<file path="src/design/gncd_pkg.sv">
// ----------------------------------------------------------------------------
// gncd_pkg
// Shared types, constants and helper functions for the grid nearest centre
// distance block.
// ----------------------------------------------------------------------------
package gncd_pkg;

    // Fixed field widths.
    localparam int POS_BITS        = 16;
    localparam int CELL_W          = 7;
    localparam int CS_W            = 17;
    localparam int CTR_W           = CELL_W + CS_W + 1;
    localparam int SQ_W            = 2 * CTR_W;
    localparam int DIST_W          = 34;
    localparam int GD_W            = 2 * CELL_W + 1;
    localparam int ENTRY_W         = 2 * CELL_W;
    localparam int IN_TDATA_W      = 48;
    localparam int OUT_TDATA_W     = 40;
    localparam int MAX_GRID_CELLS  = 65;
    localparam int MAX_CENTRES_DEF = 256;

    // Operation codes.
    localparam logic [1:0] OP_QUERY = 2'd0;
    localparam logic [1:0] OP_LOAD  = 2'd1;
    localparam logic [1:0] OP_CLEAR = 2'd2;
    localparam logic [1:0] OP_NONE  = 2'd3;

    // Result status codes.
    localparam logic [1:0] ST_OK    = 2'd0;
    localparam logic [1:0] ST_EMPTY = 2'd1;
    localparam logic [1:0] ST_DROP  = 2'd2;

    // One decoded command.
    typedef struct packed {
        logic [1:0]          opcode;
        logic [POS_BITS-1:0] pos_x;
        logic [POS_BITS-1:0] pos_y;
        logic [CELL_W-1:0]   centre_x;
        logic [CELL_W-1:0]   centre_y;
    } cmd_t;

    // Configuration register set.
    typedef struct packed {
        logic              grid_kind;
        logic [CELL_W-1:0] grid_cells;
        logic [CS_W-1:0]   cell_size;
    } cfg_t;

    // Effective grid size: zero counts as one, large values are clamped.
    function automatic logic [CELL_W-1:0] eff_cells(input logic [CELL_W-1:0] g);
        logic [CELL_W-1:0] r;
        r = g;
        if (g == '0)
            r = CELL_W'(1);
        else if (g > CELL_W'(MAX_GRID_CELLS))
            r = CELL_W'(MAX_GRID_CELLS);
        return r;
    endfunction

    // Grid cell of a position, clamped to the last cell.
    function automatic logic [CELL_W-1:0] cell_of(input logic [POS_BITS-1:0] pos,
                                                  input logic [CELL_W-1:0]   g);
        logic [POS_BITS+CELL_W-1:0] prod;
        logic [CELL_W-1:0]          c;
        prod = (POS_BITS+CELL_W)'(pos) * (POS_BITS+CELL_W)'(g);
        c    = prod[POS_BITS+CELL_W-1:POS_BITS];
        if (c > g - CELL_W'(1))
            c = g - CELL_W'(1);
        return c;
    endfunction

endpackage

</file>
<file path="src/design/gncd_queue.sv">
// ----------------------------------------------------------------------------
// gncd_queue
// Two-entry command queue between the front and the back end.
// ----------------------------------------------------------------------------
module gncd_queue
    import gncd_pkg::*;
(
    input  logic clk,
    input  logic rst_n,
    input  logic push,
    input  cmd_t push_cmd,
    output logic full,
    input  logic pop,
    output cmd_t pop_cmd,
    output logic empty
);

    cmd_t       slot_reg [2];
    logic       wr_ptr_reg, wr_ptr_next;
    logic       rd_ptr_reg, rd_ptr_next;
    logic [1:0] cnt_reg, cnt_next;

    assign full    = (cnt_reg == 2'd2);
    assign empty   = (cnt_reg == 2'd0);
    assign pop_cmd = slot_reg[rd_ptr_reg];

    // Pointer and fill count update.
    always_comb
    begin
        wr_ptr_next = wr_ptr_reg ^ push;
        rd_ptr_next = rd_ptr_reg ^ pop;
        cnt_next    = cnt_reg + 2'(push) - 2'(pop);
    end

    always_ff @(posedge clk or negedge rst_n)
    begin
        if (!rst_n)
        begin
            wr_ptr_reg <= 1'b0;
            rd_ptr_reg <= 1'b0;
            cnt_reg    <= 2'd0;
        end
        else
        begin
            wr_ptr_reg <= wr_ptr_next;
            rd_ptr_reg <= rd_ptr_next;
            cnt_reg    <= cnt_next;
        end
    end

    // Storage slots.
    always_ff @(posedge clk)
    begin
        if (push)
        begin
            slot_reg[wr_ptr_reg] <= push_cmd;
        end
    end

endmodule

</file>
<file path="config.mk">
export PLATFORM = sky130hd
export DESIGN_NAME = gncd_queue
export DESIGN_NICKNAME = d
export VERILOG_FILES = /design/src/design/gncd_pkg.sv /design/src/design/gncd_queue.sv
export SDC_FILE = /design/constraint.sdc
export NUM_CORES = 1
export LEC_CHECK = 0
export CORE_MARGIN = 2
export CORE_UTILIZATION = 66
export DETAILED_ROUTE_END_ITERATION = 12
export DONT_BUFFER_PORTS = 1
export GPL_TIMING_DRIVEN = 0
export PLACE_DENSITY_LB_ADDON = 0.15
export SYNTH_ARGS = -nofsm -noshare
export SYNTH_HDL_FRONTEND = slang
export SYNTH_SLANG_ARGS = --single-unit
</file>
<file path="constraint.sdc">
create_clock -name clk -period 3.2 [get_ports clk]
set_input_delay 0 -clock clk [delete_from_list [all_inputs] [get_ports clk]]
set_output_delay 0 -clock clk [all_outputs]
set_load 0.02 [all_outputs]
</file>
==> flow_summary_export.csv <==
group,metric,value,unit
outcome,status,"finished, final reports clean",
routing,drt_iter0_drc,89,
worst_setup_path,r2r-start,"wr_ptr_reg$_DFF_PN0_",
hold_path,hold_path_class,"input pin to register",
timing,hold_ws,0.0258,ns
final_layout,final_nets,286,
clock_tree,clock_sinks,100,
worst_setup_path,end_kind,"register",
floorplan,die_area,6250,um2
synth,ys_seq_area_share,80.2,%
final_layout,largest_register_ffs,96,
floorplan,ios,102,
final_layout,area_growth,21.9,%
final_layout,final_cell_mix,"edfxtp_1, dlygate4sd3_1, mux2_2, mux2_4, clkbuf_8",
timing,fin_worst_skew,0.00991,ns
hold_path,hp-start,"pop",
global_routing,grt_max_degree,34,
worst_setup_path,startpoint_type,"register",
worst_setup_path,cp-startpoint,"wr_ptr_reg$_DFF_PN0_",
timing,setup_viol,0,
synth,ys_types,13,
floorplan,core_area,5470,um2
synth,synth_cells,165,
synth,syn_avg_cell_area,22.5,um2
job,maxCapViolations,0,
floorplan,die_height,79.1,um
timing,rsz0062_at_grt,"no",
floorplan,die_w,79.1,um
power_and_ir_drop,power_leakage,1.60,nW
final_layout,final_cell_area,4530,um2
synth,synth-seq-cells,100,
floorplan,rows,27,
timing,worst_pin_slew,0.450,ns
power_and_ir_drop,p_switching,1.21,mW
synth,netlist_area,3720,um2
power_and_ir_drop,powerDensity,821,nW/um2
synth,syn_nets,221,
timing,tns,0,ns
final_layout,final_common_cell,"edfxtp_1",
final_layout,drive_gt1_share,30.2,%
worst_setup_path,worstPathMaxFanout,33,
power_and_ir_drop,clkPwrFrac,17.5,%
global_routing,antenna_found_initial,0,
global_routing,grt_pass1_vias,1788,
synth,yosysWarnings,0,
placed_design,gp_congestion,0.624,
timing,final.min_clock_period,1.50,ns
worst_setup_path,crit_type,"register to register",
clock_tree,cts_root_buffer,"clkbuf_8",
routing,first_pass_iters,4,
power_and_ir_drop,p_seq_share,48.8,%
global_routing,grt_overflow_total,0,
routing,routed_via_density,5.39,
power_and_ir_drop,ir_drop,0.000544,V
placed_design,port_buffers,0,
power_and_ir_drop,combPwrFrac,33.7,%
power_and_ir_drop,p_sw_share,32.6,%
clock_tree,cts_setup_buffers,0,
timing,slew_viol_final,0,
clock_tree,cts-buffers-inserted,9,
floorplan,start_util,67.9,%
placed_design,place_hpwl,3730,um
routing,post_drt_wl_per_cell,19.5,um
clock_tree,clk_pin_slew,0.09,ns
clock_tree,clock_latency,0.34,ns
routing,via_count,1654,
routing,totalWireLength,5980,um
power_and_ir_drop,p_int,2.51,mW
timing,final.period_utilization,46.9,%
placed_design,dpl_cell_area,3850,um2
routing,antenna_left,0,
routing,drc_errors,0,
worst_setup_path,required,3.23,ns
clock_tree,cts_tree,"done",
clock_tree,clk_path_buf_depth,2,
final_layout,diodes,0,
timing,fmax,0.667,GHz
global_routing,grt_first_pass_wirelength,9140,um
global_routing,grt_use_total,20.3,%
clock_tree,htree_num_levels,3,
timing,slew_headroom,70.0,%
timing,hold_viol,0,
worst_setup_path,arrival,1.53,ns
final cells by class:
cell class | instances | area, um2
multi-input cells | 56 | 676
flip-flops and latches | 100 | 2980
clock buffers | 10 | 128
plain buffers | 5 | 48.8
fillers | 277 | 941
inverters | 4 | 15.0
well taps | 72 | 90.1
repair buffers | 54 | 561
clock inverters | 6 | 31.3
cells in the mapped netlist, drive strengths merged:
cell type / instances / share of area, %
edfxtp: 96 / 78
mux2: 48 / 16
buf: 5 / 1.3
dfrtp: 4 / 2.7
ha: 4 / 1.3
inv: 4 / 0.40
nor2: 1 / 0.10
nor2b: 1 / 0.17
xor2: 1 / 0.24
xor3: 1 / 0.64
timing repair:
item                                   in CTS  in global routing
endpoints found under the hold margin     104                  0
setup endpoints to repair                   0                  0
resized for setup                           0                  0
hold buffers                               52                  0
cells by family (layout without fill, tap and decap cells):
family	after synthesis	after routing	synth area share, %
mux	48	48	15.6
simple gates	2	2	0.269
buf+inv	9	79	1.72
fa+ha+maj	4	4	1.35
xor+xnor	2	2	0.875
flops	100	100	80.2
metrics by stage:
| step | cells | power (mW) | util (%) | setup slack (ns) |
|---|---|---|---|---|
| 6_report | 307 | 3.72 | 82.8 | 1.70 |
| 5_1_grt | 307 | 3.88 | 82.8 | 1.62 |
| 3_5_place_dp | 239 | 3.05 | 70.4 | 1.71 |
| 2_1_floorplan | 165 | 2.86 | - | 1.19 |
| 3_3_place_gp | 237 | 2.98 | 69.6 | 0.786 |
| 4_1_cts | 307 | 3.74 | 82.8 | 1.70 |
power groups by stage:
| stage | Clock (mW) | Combinational [mW] | Sequential (mW) |
|---|---|---|---|
| after floorplan | 0 | 1.03 | 1.83 |
| after global placement | 0 | 1.14 | 1.84 |
| after detailed placement | 0 | 1.20 | 1.85 |
| after CTS | 0.663 | 1.27 | 1.81 |
| after global routing | 0.721 | 1.33 | 1.84 |
| final | 0.653 | 1.25 | 1.81 |
final timing paths:
check / to / slack (ns) / depth (start not counted)
max: slot_reg[0][34]$_DFFE_PP_ / 1.70 / 3
min: cnt_reg[1]$_DFF_PN0_ / 0.03 / 2
max reg2reg: slot_reg[0][34]$_DFFE_PP_ / 1.70 / 3
min reg2reg: cnt_reg[1]$_DFF_PN0_ / 0.64 / 1
max in group asynchronous: rd_ptr_reg$_DFF_PN0_ / 2.56 / 2
min in group asynchronous: cnt_reg[1]$_DFF_PN0_ / 0.47 / 2
worst max-delay path, cell delays in order, from the launching register on:
cell     delay, ns
dfrtp_1       0.41
inv_1         0.07
ha_2          0.44
buf_12        0.27
metal layers:
metal	vias to the layer above	track usage (%)	wire length, um
li1	775	-	-
met1	808	24.5	2310
met2	64	34.7	3200
met3	7	6.14	406
met4	0	7.76	71
met5	-	0	0
Power figures use the tool's default switching activity.
